`src/rtl/core/mnl_pkg.sv`:
```
// Package for the motion night light controller.
// Types, codes and constants shared by the core modules, checker and testbench.
// No dependencies.
`default_nettype none

package mnl_pkg;

    // Configuration port geometry
    localparam int unsigned CFG_INDEX_W = 2;
    localparam int unsigned CFG_DATA_W  = 16;

    // Register indexes
    localparam logic [CFG_INDEX_W-1:0] CFG_ENABLE      = 2'd0;
    localparam logic [CFG_INDEX_W-1:0] CFG_MOTION_POL  = 2'd1;
    localparam logic [CFG_INDEX_W-1:0] CFG_DARK_THRESH = 2'd2;
    localparam logic [CFG_INDEX_W-1:0] CFG_OFF_DELAY   = 2'd3;

    // Register reset values
    localparam logic        RST_ENABLE      = 1'b1;
    localparam logic        RST_MOTION_POL  = 1'b1;
    localparam logic [15:0] RST_DARK_THRESH = 16'd6;
    localparam logic [11:0] RST_OFF_DELAY   = 12'd120;

    localparam int unsigned TICKS_PER_SEC_DEFAULT = 10;
    localparam int unsigned DELAY_MAX_SEC         = 3600;
    localparam logic [15:0] WAIT_MAX              = 16'hFFFF;

    typedef enum logic [1:0] {
        OP_TICK   = 2'd0,
        OP_SAMPLE = 2'd1,
        OP_LAMP   = 2'd2,
        OP_UNUSED = 2'd3
    } op_t;

    typedef enum logic [1:0] {
        CMD_NONE        = 2'd0,
        CMD_ON          = 2'd1,
        CMD_OFF_RESTORE = 2'd2,
        CMD_RESTORE     = 2'd3
    } cmd_t;

    typedef enum logic [2:0] {
        MODE_DISABLED = 3'd0,
        MODE_IDLE     = 3'd1,
        MODE_AUTO_ON  = 3'd2,
        MODE_WAIT_OFF = 3'd3,
        MODE_MANUAL   = 3'd4
    } mode_t;

    typedef struct packed {
        logic        enable;
        logic        motion_active_high;
        logic [15:0] dark_threshold_raw;
        logic [11:0] off_delay_sec;
    } cfg_t;

    typedef struct packed {
        mode_t       mode;
        logic [15:0] off_wait_ticks;
        logic [15:0] last_light_raw;
        logic        light_valid;
        logic        lamp_was_on;
        logic        own_change_pending;
        logic        restore_pending;
        logic        motion_latched;
    } state_t;

    typedef struct packed {
        op_t         op;
        logic        motion_level;
        logic [15:0] light_sample;
        logic        sample_ok;
        logic        light_on;
    } item_t;

    typedef struct packed {
        cmd_t        command;
        logic [2:0]  mode_now;
        logic        is_dark;
        logic        motion_seen;
    } res_t;

endpackage

`default_nettype wire

```
`src/rtl/core/mnl_item_if.sv`:
```
// Request channel into the night light controller: valid/ready plus item fields.
// Depends on nothing.
`default_nettype none

interface mnl_item_if;
    logic        valid;
    logic        ready;
    logic [1:0]  op;
    logic        motion_level;
    logic [15:0] light_sample;
    logic        sample_ok;
    logic        light_on;

    modport source (output valid, op, motion_level, light_sample, sample_ok, light_on,
                    input ready);
    modport sink (input valid, op, motion_level, light_sample, sample_ok, light_on,
                  output ready);
endinterface

`default_nettype wire

```
`src/rtl/core/mnl_result_if.sv`:
```
// Result channel out of the night light controller: valid/ready plus result fields.
// Depends on nothing.
`default_nettype none

interface mnl_result_if;
    logic       valid;
    logic       ready;
    logic [1:0] command;
    logic [2:0] mode_now;
    logic       is_dark;
    logic       motion_seen;

    modport source (output valid, command, mode_now, is_dark, motion_seen, input ready);
    modport sink (input valid, command, mode_now, is_dark, motion_seen, output ready);
endinterface

`default_nettype wire

```
`src/rtl/core/mnl_cfg_regs.sv`:
```
// Configuration register file of the night light controller.
// Depends on mnl_pkg.
`default_nettype none

module mnl_cfg_regs
    import mnl_pkg::*;
(
    input  wire logic                   clk,
    input  wire logic                   rst_n,
    input  wire logic                   wr_en,
    input  wire logic [CFG_INDEX_W-1:0] wr_index,
    input  wire logic [CFG_DATA_W-1:0]  wr_data,
    output cfg_t                        cfg
);

    cfg_t cfg_reg;
    cfg_t cfg_next;

    always_comb
    begin
        cfg_next = cfg_reg;
        if (wr_en)
        begin
            unique case (wr_index)
                CFG_ENABLE:      cfg_next.enable             = wr_data[0];
                CFG_MOTION_POL:  cfg_next.motion_active_high = wr_data[0];
                CFG_DARK_THRESH: cfg_next.dark_threshold_raw = wr_data[15:0];
                CFG_OFF_DELAY:   cfg_next.off_delay_sec      = wr_data[11:0];
            endcase
        end
    end

    always_ff @(posedge clk or negedge rst_n)
    begin
        if (!rst_n)
        begin
            cfg_reg.enable             <= RST_ENABLE;
            cfg_reg.motion_active_high <= RST_MOTION_POL;
            cfg_reg.dark_threshold_raw <= RST_DARK_THRESH;
            cfg_reg.off_delay_sec      <= RST_OFF_DELAY;
        end
        else
        begin
            cfg_reg <= cfg_next;
        end
    end

    assign cfg = cfg_reg;

endmodule

`default_nettype wire

```
`src/rtl/core/mnl_step.sv`:
```
// Per-request update of the controller: next state and result from current state.
// Depends on mnl_pkg.
`default_nettype none

module mnl_step
    import mnl_pkg::*;
#(
    parameter int unsigned TICKS_PER_SEC = TICKS_PER_SEC_DEFAULT
)
(
    input  wire cfg_t   cfg,
    input  wire state_t st,
    input  wire item_t  itm,
    output state_t      st_next,
    output res_t        res
);

    localparam int unsigned ProdW = $clog2(DELAY_MAX_SEC * TICKS_PER_SEC + 1);

    logic [11:0]      delay_clamped;
    logic [ProdW-1:0] delay_ticks;
    logic [15:0]      off_limit;
    logic             motion_read;
    logic             timing;
    logic             ignore;
    cmd_t             cmd;

    function automatic state_t enter_mode(state_t s, mode_t m);
        state_t r;
        r = s;
        if (m != MODE_WAIT_OFF || s.mode != MODE_WAIT_OFF)
            r.off_wait_ticks = '0;
        r.mode = m;
        return r;
    endfunction

    function automatic logic dark_now(state_t s, logic [15:0] thr);
        return s.light_valid && (s.last_light_raw < thr);
    endfunction

    assign delay_clamped = (cfg.off_delay_sec > 12'(DELAY_MAX_SEC)) ?
                           12'(DELAY_MAX_SEC) : cfg.off_delay_sec;
    assign delay_ticks   = ProdW'(delay_clamped) * ProdW'(TICKS_PER_SEC);
    assign off_limit     = (32'(delay_ticks) > 32'(WAIT_MAX)) ? WAIT_MAX : 16'(delay_ticks);

    // motion after polarity correction
    assign motion_read = cfg.motion_active_high ? itm.motion_level : ~itm.motion_level;

    always_comb
    begin
        st_next = st;
        cmd     = CMD_NONE;
        timing  = 1'b0;
        ignore  = 1'b0;
        if (itm.op == OP_TICK || itm.op == OP_SAMPLE)
        begin
            if (st_next.restore_pending)
            begin
                st_next.restore_pending    = 1'b0;
                st_next.own_change_pending = 1'b1;
                st_next.lamp_was_on        = 1'b0;
                cmd                        = CMD_RESTORE;
            end
            if (!cfg.enable)
            begin
                st_next = enter_mode(st_next, MODE_DISABLED);
            end
            else
            begin
                if (st_next.mode == MODE_DISABLED)
                    st_next = enter_mode(st_next, MODE_IDLE);
                if (itm.op == OP_SAMPLE)
                begin
                    if (itm.sample_ok)
                    begin
                        st_next.last_light_raw = itm.light_sample;
                        st_next.light_valid    = 1'b1;
                    end
                    else
                    begin
                        st_next.light_valid = 1'b0;
                    end
                end
                else
                begin
                    st_next.motion_latched = motion_read;
                    unique case (st_next.mode)
                        MODE_IDLE:
                        begin
                            if (motion_read && dark_now(st_next, cfg.dark_threshold_raw)
                                && !itm.light_on)
                            begin
                                st_next.own_change_pending = 1'b1;
                                st_next = enter_mode(st_next, MODE_AUTO_ON);
                                cmd = CMD_ON;
                            end
                        end
                        MODE_AUTO_ON:
                        begin
                            if (!motion_read)
                            begin
                                st_next = enter_mode(st_next, MODE_WAIT_OFF);
                                timing  = 1'b1;
                            end
                        end
                        MODE_WAIT_OFF:
                        begin
                            if (motion_read)
                            begin
                                st_next = enter_mode(st_next, MODE_AUTO_ON);
                            end
                            else
                            begin
                                if (st_next.off_wait_ticks != WAIT_MAX)
                                    st_next.off_wait_ticks = st_next.off_wait_ticks + 16'd1;
                                timing = 1'b1;
                            end
                        end
                        MODE_MANUAL:
                        begin
                            if (!motion_read)
                                st_next = enter_mode(st_next, MODE_IDLE);
                        end
                        default:
                        begin
                        end
                    endcase
                    if (timing && st_next.off_wait_ticks >= off_limit)
                    begin
                        st_next.own_change_pending = 1'b1;
                        st_next = enter_mode(st_next, MODE_IDLE);
                        cmd = CMD_OFF_RESTORE;
                    end
                end
            end
        end
        else if (itm.op == OP_LAMP)
        begin
            ignore = st_next.own_change_pending;
            st_next.own_change_pending = 1'b0;
            // user switched off a lamp that was on, and not at our request
            if (!ignore && st_next.lamp_was_on && !itm.light_on)
            begin
                if (cfg.enable)
                    st_next.motion_latched = motion_read;
                if (st_next.mode == MODE_AUTO_ON || st_next.mode == MODE_WAIT_OFF)
                begin
                    st_next = enter_mode(st_next, MODE_MANUAL);
                    st_next.restore_pending = 1'b1;
                end
                else if (cfg.enable && st_next.mode == MODE_IDLE && st_next.motion_latched)
                begin
                    st_next = enter_mode(st_next, MODE_MANUAL);
                end
            end
            st_next.lamp_was_on = itm.light_on;
        end
    end

    assign res.command     = cmd;
    assign res.mode_now    = st_next.mode;
    assign res.is_dark     = dark_now(st_next, cfg.dark_threshold_raw);
    assign res.motion_seen = st_next.motion_latched;

endmodule

`default_nettype wire

```
`src/rtl/core/motion_night_light_controller.sv`:
```
// Motion night light controller. A request passes an input register, then a result
// register. Throughput: one request per cycle while the result channel is not
// stalled; the combinational state update in mnl_step sets this.
// Reset: mode idle, all flags, counters and the light reading cleared, registers at
// their defaults (enable 1, polarity 1, threshold 6, off delay 120 s).
// Depends on mnl_pkg, mnl_item_if, mnl_result_if, mnl_cfg_regs, mnl_step.
`default_nettype none

module motion_night_light_controller
    import mnl_pkg::*;
#(
    parameter int unsigned TICKS_PER_SEC = TICKS_PER_SEC_DEFAULT
)
(
    input  wire logic                   clk,
    input  wire logic                   rst_n,
    mnl_item_if.sink                    item,
    mnl_result_if.source                result,
    input  wire logic                   cfg_wr_en,
    input  wire logic [CFG_INDEX_W-1:0] cfg_index,
    input  wire logic [CFG_DATA_W-1:0]  cfg_wdata
);

    cfg_t   cfg;
    state_t state_reg;
    state_t state_next;
    item_t  item_reg;
    logic   item_valid_reg;
    res_t   res_reg;
    res_t   res_next;
    logic   res_valid_reg;
    logic   out_adv;
    logic   in_take;
    logic   in_load;

    mnl_cfg_regs u_cfg (
        .clk      (clk),
        .rst_n    (rst_n),
        .wr_en    (cfg_wr_en),
        .wr_index (cfg_index),
        .wr_data  (cfg_wdata),
        .cfg      (cfg)
    );

    mnl_step #(
        .TICKS_PER_SEC (TICKS_PER_SEC)
    ) u_step (
        .cfg     (cfg),
        .st      (state_reg),
        .itm     (item_reg),
        .st_next (state_next),
        .res     (res_next)
    );

    assign out_adv    = !res_valid_reg || result.ready;
    assign in_take    = item_valid_reg && out_adv;
    assign item.ready = !item_valid_reg || in_take;
    assign in_load    = item.valid && item.ready;

    always_ff @(posedge clk or negedge rst_n)
    begin
        if (!rst_n)
        begin
            item_valid_reg <= 1'b0;
            res_valid_reg  <= 1'b0;
            state_reg.mode               <= MODE_IDLE;
            state_reg.off_wait_ticks     <= '0;
            state_reg.last_light_raw     <= '0;
            state_reg.light_valid        <= 1'b0;
            state_reg.lamp_was_on        <= 1'b0;
            state_reg.own_change_pending <= 1'b0;
            state_reg.restore_pending    <= 1'b0;
            state_reg.motion_latched     <= 1'b0;
        end
        else
        begin
            if (in_load)
                item_valid_reg <= 1'b1;
            else if (in_take)
                item_valid_reg <= 1'b0;
            if (out_adv)
                res_valid_reg <= item_valid_reg;
            if (in_take)
                state_reg <= state_next;
        end
    end

    always_ff @(posedge clk)
    begin
        if (in_load)
        begin
            item_reg.op           <= op_t'(item.op);
            item_reg.motion_level <= item.motion_level;
            item_reg.light_sample <= item.light_sample;
            item_reg.sample_ok    <= item.sample_ok;
            item_reg.light_on     <= item.light_on;
        end
        if (in_take)
            res_reg <= res_next;
    end

    assign result.valid       = res_valid_reg;
    assign result.command     = res_reg.command;
    assign result.mode_now    = res_reg.mode_now;
    assign result.is_dark     = res_reg.is_dark;
    assign result.motion_seen = res_reg.motion_seen;

endmodule

`default_nettype wire

```
`src/flat_wrapper.sv`:
```
// flat-port wrapper written by rule: the top's interface ports become plain ports
module motion_night_light_controller_flat import mnl_pkg::*;
#(
    parameter int unsigned TICKS_PER_SEC = TICKS_PER_SEC_DEFAULT
)
  (clk, rst_n, cfg_wr_en, cfg_index, cfg_wdata, item_valid, item_op, item_motion_level, item_light_sample, item_sample_ok, item_light_on, item_ready, result_valid, result_command, result_mode_now, result_is_dark, result_motion_seen, result_ready);
  mnl_item_if item_i ();
  mnl_result_if result_i ();
  input  wire logic clk;
  input  wire logic rst_n;
  input  wire logic cfg_wr_en;
  input  wire logic [CFG_INDEX_W-1:0] cfg_index;
  input  wire logic [CFG_DATA_W-1:0] cfg_wdata;
  input wire logic [$bits(item_i.valid)-1:0] item_valid;
  input wire logic [$bits(item_i.op)-1:0] item_op;
  input wire logic [$bits(item_i.motion_level)-1:0] item_motion_level;
  input wire logic [$bits(item_i.light_sample)-1:0] item_light_sample;
  input wire logic [$bits(item_i.sample_ok)-1:0] item_sample_ok;
  input wire logic [$bits(item_i.light_on)-1:0] item_light_on;
  output wire logic [$bits(item_i.ready)-1:0] item_ready;
  output wire logic [$bits(result_i.valid)-1:0] result_valid;
  output wire logic [$bits(result_i.command)-1:0] result_command;
  output wire logic [$bits(result_i.mode_now)-1:0] result_mode_now;
  output wire logic [$bits(result_i.is_dark)-1:0] result_is_dark;
  output wire logic [$bits(result_i.motion_seen)-1:0] result_motion_seen;
  input wire logic [$bits(result_i.ready)-1:0] result_ready;
  assign item_i.valid = item_valid;
  assign item_i.op = item_op;
  assign item_i.motion_level = item_motion_level;
  assign item_i.light_sample = item_light_sample;
  assign item_i.sample_ok = item_sample_ok;
  assign item_i.light_on = item_light_on;
  assign item_ready = item_i.ready;
  assign result_valid = result_i.valid;
  assign result_command = result_i.command;
  assign result_mode_now = result_i.mode_now;
  assign result_is_dark = result_i.is_dark;
  assign result_motion_seen = result_i.motion_seen;
  assign result_i.ready = result_ready;
  motion_night_light_controller #(.TICKS_PER_SEC(TICKS_PER_SEC)) u_core (.clk(clk), .rst_n(rst_n), .item(item_i), .result(result_i), .cfg_wr_en(cfg_wr_en), .cfg_index(cfg_index), .cfg_wdata(cfg_wdata));
endmodule
```
`config.mk`:
```
export PLATFORM = sky130hd
export DESIGN_NAME = motion_night_light_controller_flat
export DESIGN_NICKNAME = d
export VERILOG_FILES = /design/src/rtl/core/mnl_pkg.sv /design/src/rtl/core/mnl_item_if.sv /design/src/rtl/core/mnl_result_if.sv /design/src/rtl/core/mnl_cfg_regs.sv /design/src/rtl/core/mnl_step.sv /design/src/rtl/core/motion_night_light_controller.sv /design/src/flat_wrapper.sv
export SDC_FILE = /design/constraint.sdc
export NUM_CORES = 1
export LEC_CHECK = 0
export BUFFER_PORTS_ARGS = -buffer_cell sky130_fd_sc_hd__buf_2
export CAP_MARGIN = 15
export CORE_AREA = 3 3 115 117
export DETAILED_ROUTE_END_ITERATION = 6
export DIE_AREA = 0 0 118 120
export PLACE_DENSITY = 0.77
export SETUP_SLACK_MARGIN = 0.4
export SYNTH_ARGS = -nofsm -noshare
export SYNTH_HDL_FRONTEND = slang
export SYNTH_SLANG_ARGS = --single-unit
```
`constraint.sdc`:
```
create_clock -name clk -period 5.25 [get_ports clk]
set_input_delay 1.05 -clock clk [delete_from_list [all_inputs] [get_ports clk]]
set_output_delay 1.05 -clock clk [all_outputs]
set_load 0.1 [all_outputs]
```
# ---- Word level (Yosys, flattened, before mapping)
# Index checks and enable logic that the tools add are counted.
dict set report totals {
  register_bits 100
  input_bits 44
  output_inout_bits 9
}
dict set report classes {
  add_sub_neg 1
  n_mul 1
  magnitude_cmp 4
  n_eq_ne 14
  mux 46
  bitwise_logic 1
  reduce_logical 35
}
# operator n
set op_table {}
lappend op_table {{$mux W40} 16}
lappend op_table {{$pmux W40 S4} 1}
lappend op_table {{$mux W16} 4}
lappend op_table {{$lt A16 B16 Y1} 2}
lappend op_table {{$mux W19} 1}
lappend op_table {{$mux W17} 1}
lappend op_table {{$add A16 B1 Y16 const B} 1}
lappend op_table {{$ge A16 B16 Y1} 1}
lappend op_table {{$ne A16 B16 Y1 const B} 1}
lappend op_table {{$mul A12 B3 Y15 const B} 1}
lappend op_table {{$mux W1} 13}
lappend op_table {{$eq A3 B2 Y1 const B} 4}
lappend op_table {{$gt A12 B12 Y1 const B} 1}
lappend op_table {{$mux W12} 1}
lappend op_table {{$mux W2} 6}
lappend op_table {{$logic_and A1 B1 Y1} 11}
lappend op_table {{$reduce_and A2 Y1} 5}
lappend op_table {{$reduce_and A4 Y1} 2}
lappend op_table {{$reduce_bool A2 Y1} 4}
lappend op_table {{$eq A2 B2 Y1 const B} 3}
lappend op_table {{$eq A3 B1 Y1 const B} 2}
lappend op_table {{$mux W3} 2}
lappend op_table {{$eq A2 B1 Y1 const B} 2}
lappend op_table {{$logic_not A1 Y1} 4}
lappend op_table {{other kinds (9)} 13}

# ---- Depth between registers and ports, before layout
dict set report depth {
  ltp_word 21
  depth_mapped 27
  mapped_depth_nobuf 26
}

# ---- Hierarchy
# A second synthesis with hierarchy kept.
dict set report unflattened {
  hier_cells 714
  hier_area_um2 7358.3
}
# module n_inst cells_each area_per_inst_um2 seq_area_each_um2
set by_module_without_submodules {}
lappend by_module_without_submodules {mnl_step 1 527 3564.7 0.0}
lappend by_module_without_submodules {motion_night_light_controller 1 121 2590.0 1893.1}
lappend by_module_without_submodules {mnl_cfg_regs 1 66 1203.7 760.7}

# ---- Worst setup path after synthesis
# No wires, ideal clock.
dict set report synth_path {
  path_type {register to register}
  startpoint {register u_core.u_cfg.cfg_reg (netlist bit u_core.u_cfg.cfg[0])}
  endpoint {register u_core.state_reg[27] (netlist bit)}
  setup_ns 0.118
  t_arrival_ns 5.077
  required_ns 5.132
  setup_slack_ns 0.055
  path_stages_with_launch 28
  n_path_buf 1
  period_less_slack_ns 5.195
  cell_sequence {dfrtp_1 > o41ai_1 > a21o_1 > and2_1 > ha_1 > ha_1 > inv_1 > fa_1 > inv_1 > a21oi_1 > o21ai_0 > a21o_1 > a21o_1 > a31o_2 > a21o_1 > a21oi_1 > xor2_1 > ha_1 > nand4_1 > nor3_1 > nand2_1 > o311ai_0 > and3_1 > nor3_2 > buf_4 > o21ai_0 > a21oi_1 > a21o_1}
}
dict set report synth_via {
  elab_chain_cells 9
}
# item line_no
set synth_rtl {}
lappend synth_rtl {{from (decl)} mnl_cfg_regs.sv:16} ;# cfg_t cfg_reg;
lappend synth_rtl {{from (signal assigned)} mnl_cfg_regs.sv:44} ;# cfg_reg <= cfg_next;
lappend synth_rtl {{$gt A12 B12 Y1} mnl_step.sv:41} ;# assign delay_clamped = (cfg.off_delay_sec > 12'(DELAY_MAX_SEC)) ?
lappend synth_rtl {{$mux W12 *} mnl_step.sv:41}
lappend synth_rtl {{$mul A12 B3 Y15 *} mnl_step.sv:43} ;# assign delay_ticks = ProdW'(delay_clamped) * ProdW'(TICKS_PER_SEC);
lappend synth_rtl {{$ge A16 B16 Y1 *} mnl_step.sv:128} ;# if (timing && st_next.off_wait_ticks >= off_limit)
lappend synth_rtl {{$logic_and A1 B1 Y1 *} mnl_step.sv:128}
lappend synth_rtl {{$mux W40 *} mnl_step.sv:128}
lappend synth_rtl {{$mux W19 *} mnl_step.sv:72} ;# if (itm.op == OP_SAMPLE)
lappend synth_rtl {{$mux W40 *} mnl_step.sv:64} ;# if (!cfg.enable)
lappend synth_rtl {{$mux W40 *} mnl_step.sv:55} ;# if (itm.op == OP_TICK || itm.op == OP_SAMPLE)
lappend synth_rtl {{to (signal assigned)} motion_night_light_controller.sv:84} ;# state_reg <= state_next;
lappend synth_rtl {{to (decl)} motion_night_light_controller.sv:25} ;# state_t state_reg;
# Mark *: on every way between the ends. The rest lies on a longest branch, timed or not.
# A chain may end at the register's enable or synchronous reset.

# ---- Worst setup path in the final report
dict set report layout_path {
  startpoint {register u_core.u_cfg.cfg_reg (netlist bit u_core.u_cfg.cfg[3])}
  endpoint {register u_core.state_reg[23] (netlist bit)}
}
# The elaborated chain is that of the path after synthesis.

==> impl_metrics.tcl <==
set metrics [dict create \
    worstRegToRegCells 24 \
    fp.dieH_um 120 \
    cap_violations 0 \
    routed_via_density 6.07 \
    clock_skew_ps 5.75 \
    dr.pass1.iters 5 \
    cts_htree_levels 3 \
    ir_drop_mv 0.295 \
    arrival_ps 5410 \
    start_util_pct 54.0 \
    crit_path_end_kind "register" \
    p_clk_share_pct 22.7 \
    cts_buffer_depth 2 \
    nets 879 \
    critPathBufInv 2 \
    globalplace.congestion 0.973 \
    grt_max_degree 39 \
    critical_path.max_stage_delay_ps 430 \
    tightest_slew_ps 981 \
    crit_family "compound AO/OA/AOI/OAI gates" \
    ant_nets 0 \
    wire_per_inst_um 18.8 \
    die_w_um 118 \
    setup.worst_path.start "u_core.u_cfg.cfg[3]" \
    routed_wirelength_mm 17.8 \
    reg2reg_slack_ps 140 \
    p_leak_uw 0.00358 \
    post-route-util_pct 63.3 \
    synthMuxAreaShare_pct 8.21 \
    vias 5751 \
    core_area_mm2 0.0125 \
    finalInstanceArea_mm2 0.00790 \
    largest_reg_flops 40 \
    ys_types 76 \
    combPwrFrac_pct 42.1 \
    synthXorXnorAreaFrac_pct 1.93 \
    yosysSeqAreaShare_pct 39.4 \
    ys_ff_latch 100 \
    period_minus_slack_ps 5110 \
    path_class "register to register" \
    synth_simple_gate_area_share_pct 17.4 \
    status "completed" \
    endpoint "u_core.state_reg[23]" \
    synth_ff_type "dfrtp_1" \
    fin_crit_sh_pct 97.4 \
    ctsHoldBuffers 0 \
    clk_latency_ps 360 \
    cp_slowest_cell "or4_1" \
    pwr-share-seq_pct 35.3 \
    drive_above_1_share_pct 28.0 \
    crit_path_cell_trace "o41ai_2 -> a21o_1 -> and2_4 -> ha_4 -> ha_4 -> a21o_1 -> a21oi_2 -> o21ai_2 -> a21oi_2 -> nor2b_1 -> or4_1 -> a31oi_2 -> nor2b_1 -> o21ai_1 -> ha_1 -> nand4_1 -> inv_1 -> a221oi_2 -> o311ai_2 -> and3_1 -> nor3_4 -> buf_2 -> o221ai_1 -> nand2_1" \
    cp_num_cells 24 \
    clk_pin_slew_ps 70 \
    synth-adder-area-share_pct 12.2 \
    root_buffer "clkbuf_16" \
    finalSetupViolations 0 \
    port_buffers 52 \
    start_kind "register" \
    syn-instance-count 699 \
    synth-async-reset-ratio_pct 72.0 \
    p_per_area_mw_per_mm2 379 \
    dieArea_mm2 0.0142 \
    place_area_mm2 0.00721 \
    grt_util_all_layers_pct 25.5 \
    overflow 0 \
    hp-class "register to register" \
    fp-row-count 41 \
    area_growth_pct 17.2 \
    dpl.cell_count 906 \
    synth_area_mm2 0.00674 \
    drtIter0Drc 467 \
    dp_hpwl_mm 12.5 \
    grt_pass1_vias 5886 \
    hold_slack_ps 482 \
    cts.sinks 100 \
    syn_avg_cell_area_um2 9.64 \
    cp_max_fo 7 \
    synth_compound_gate_area_share_pct 17.1 \
    antennaDiodeCount 0 \
    hold_viol 0 \
    p_switching_uw 1130 \
    antenna_found_initial 0 \
    syn_nets 808 \
    grt_first_pass_wirelength_mm 29.1 \
    maxSlewHeadroom_pct 34.6 \
    p_int_uw 1860 \
    synth_edf_count 28 \
    synth_top_family_by_area "simple AND/OR/NAND/NOR gates" \
    finalMaxSlewViolations 0 \
    pin_count 53 \
    p_sw_share_pct 37.6 \
    rsz0062_at_grt "true" \
    reg2reg_from "u_core.u_cfg.cfg[3]" \
    r2r_end "u_core.state_reg[23]" \
    drc 0 \
    final_cells 947 \
    yosysWarningCount 0 \
    tritoncts "done" \
    numCtsBuffers 9 \
    fmax_mhz 196 \
    required_ps 5550 \
]
-- cell type report --
class / count / area (um2)
repair buffers: 89 / 559
inverters: 33 / 124
fillers: 996 / 4570
well taps: 172 / 215
clock inverters: 6 / 63.8
multi-input cells: 537 / 4050
clock buffers: 10 / 229
flip-flops and latches: 100 / 2650
-- layout by cell type (no fill, tap or decap), drive strengths merged, types with 4 or more instances in the layout --
master  Yosys  routed
a22o        7       7
inv        32      33
a21o       11      11
nand2     107     107
o31ai       6       6
buf         8      89
a21oi      49      49
nand3b      6       6
nor2b       7       7
nor2       37      37
clkbuf     21      10
nand4      10      10
a211oi      5       5
o21ai      38      38
and2       16      16
nor3       15      15
clkinv      1       5
a31o        4       4
mux2       47      47
dfstp       9       9
nand2b     11      11
ha         64      64
dfrtp      63      63
edfxtp     28      28
nand3      20      20
xor2        8       8
o211ai      4       4
and3        4       4
xnor2       6       6
a31oi      11      11
-- worst reg2reg max path: cells and delay by family (launching register included) --
kind / cells / cell delay, ps
buffers and inverters: 2 / 290
AOI/OAI and AO/OA: 11 / 2290
DFF: 1 / 380
and+or+nand+nor: 8 / 1480
adders and majority gates: 3 / 620
-- synth_stat cells, drive strengths merged, types with 7 or more instances --
cell type | n | share of area (%)
a31oi | 11 | 1.2
xor2 | 8 | 1.0
nor2b | 7 | 0.65
edfxtp | 28 | 12
a22o | 7 | 0.91
nand4 | 10 | 0.93
clkbuf | 21 | 1.2
mux2 | 47 | 7.9
dfstp | 9 | 3.5
a21o | 11 | 1.2
nand2 | 107 | 6.0
dfrtp | 63 | 23
inv | 32 | 1.8
buf | 8 | 0.84
a21oi | 49 | 3.9
nor3 | 15 | 1.7
ha | 64 | 12
nand3 | 20 | 1.5
o21ai | 38 | 2.9
nand2b | 11 | 1.0
and2 | 16 | 1.5
nor2 | 37 | 2.1
-- worst min-delay path by stage --
stage,from,to,cells after the start
after global placement,u_core.state_reg[0],u_core.state_reg[0],2
final,u_core.state_reg[0],u_core.state_reg[0],2
after floorplan,u_core.state_reg[0],u_core.state_reg[0],2
after global routing,u_core.u_cfg.cfg[25],u_core.u_cfg.cfg[25],1
after detailed placement,u_core.state_reg[0],u_core.state_reg[0],2
after CTS,u_core.state_reg[0],u_core.state_reg[0],2
-- stage by stage --
step	setup WS [ps]	TNS (ps)	power, uW
2_1_floorplan	430	0	1850
3_3_place_gp	199	0	2060
3_5_place_dp	-74.3	-213	2130
4_1_cts	225	0	2930
5_1_grt	-153	-1610	3180
6_report	138	0	2990
-- cell families (layout without fill, tap and decap cells) --
| kind of cell | count (synthesis) | after routing |
|---|---|---|
| AND/OR/NAND/NOR | 242 | 242 |
| AO/OA/AOI/OAI | 167 | 167 |
| flip-flops | 100 | 100 |
| adder cells (fa/ha/maj) | 65 | 65 |
| buffers and inverters | 62 | 138 |
| multiplexers | 49 | 49 |
| XOR/XNOR | 14 | 14 |
-- power groups by stage --
stage               Combinational (uW)  Clock [uW]  Sequential, uW
floorplan                          780           0            1080
global placement                  1010           0            1050
detailed placement                1070           0            1060
CTS                               1200         683            1050
global route                      1390         715            1070
finish                            1260         677            1050
-- layer usage --
layer  vias up  GRT usage [%]  part of all wire, %
met2       269           42.2                   49
met1      2758           32.6                   40
met4         0           13.1                  3.3
li1       2678              -                    -
met3        46           3.91                  7.0
met5         -              0                    0
-- what timing repair did --
action | CTS | global route
endpoints found under the hold margin | 0 | 0
setup buffers | 21 | 3
gates cloned | 1 | 0
endpoints found under the setup margin | 21 | 21
pin swaps | 35 | 12
gates resized for setup | 23 | 16
No activity file was read; power rests on OpenSTA's default activity.
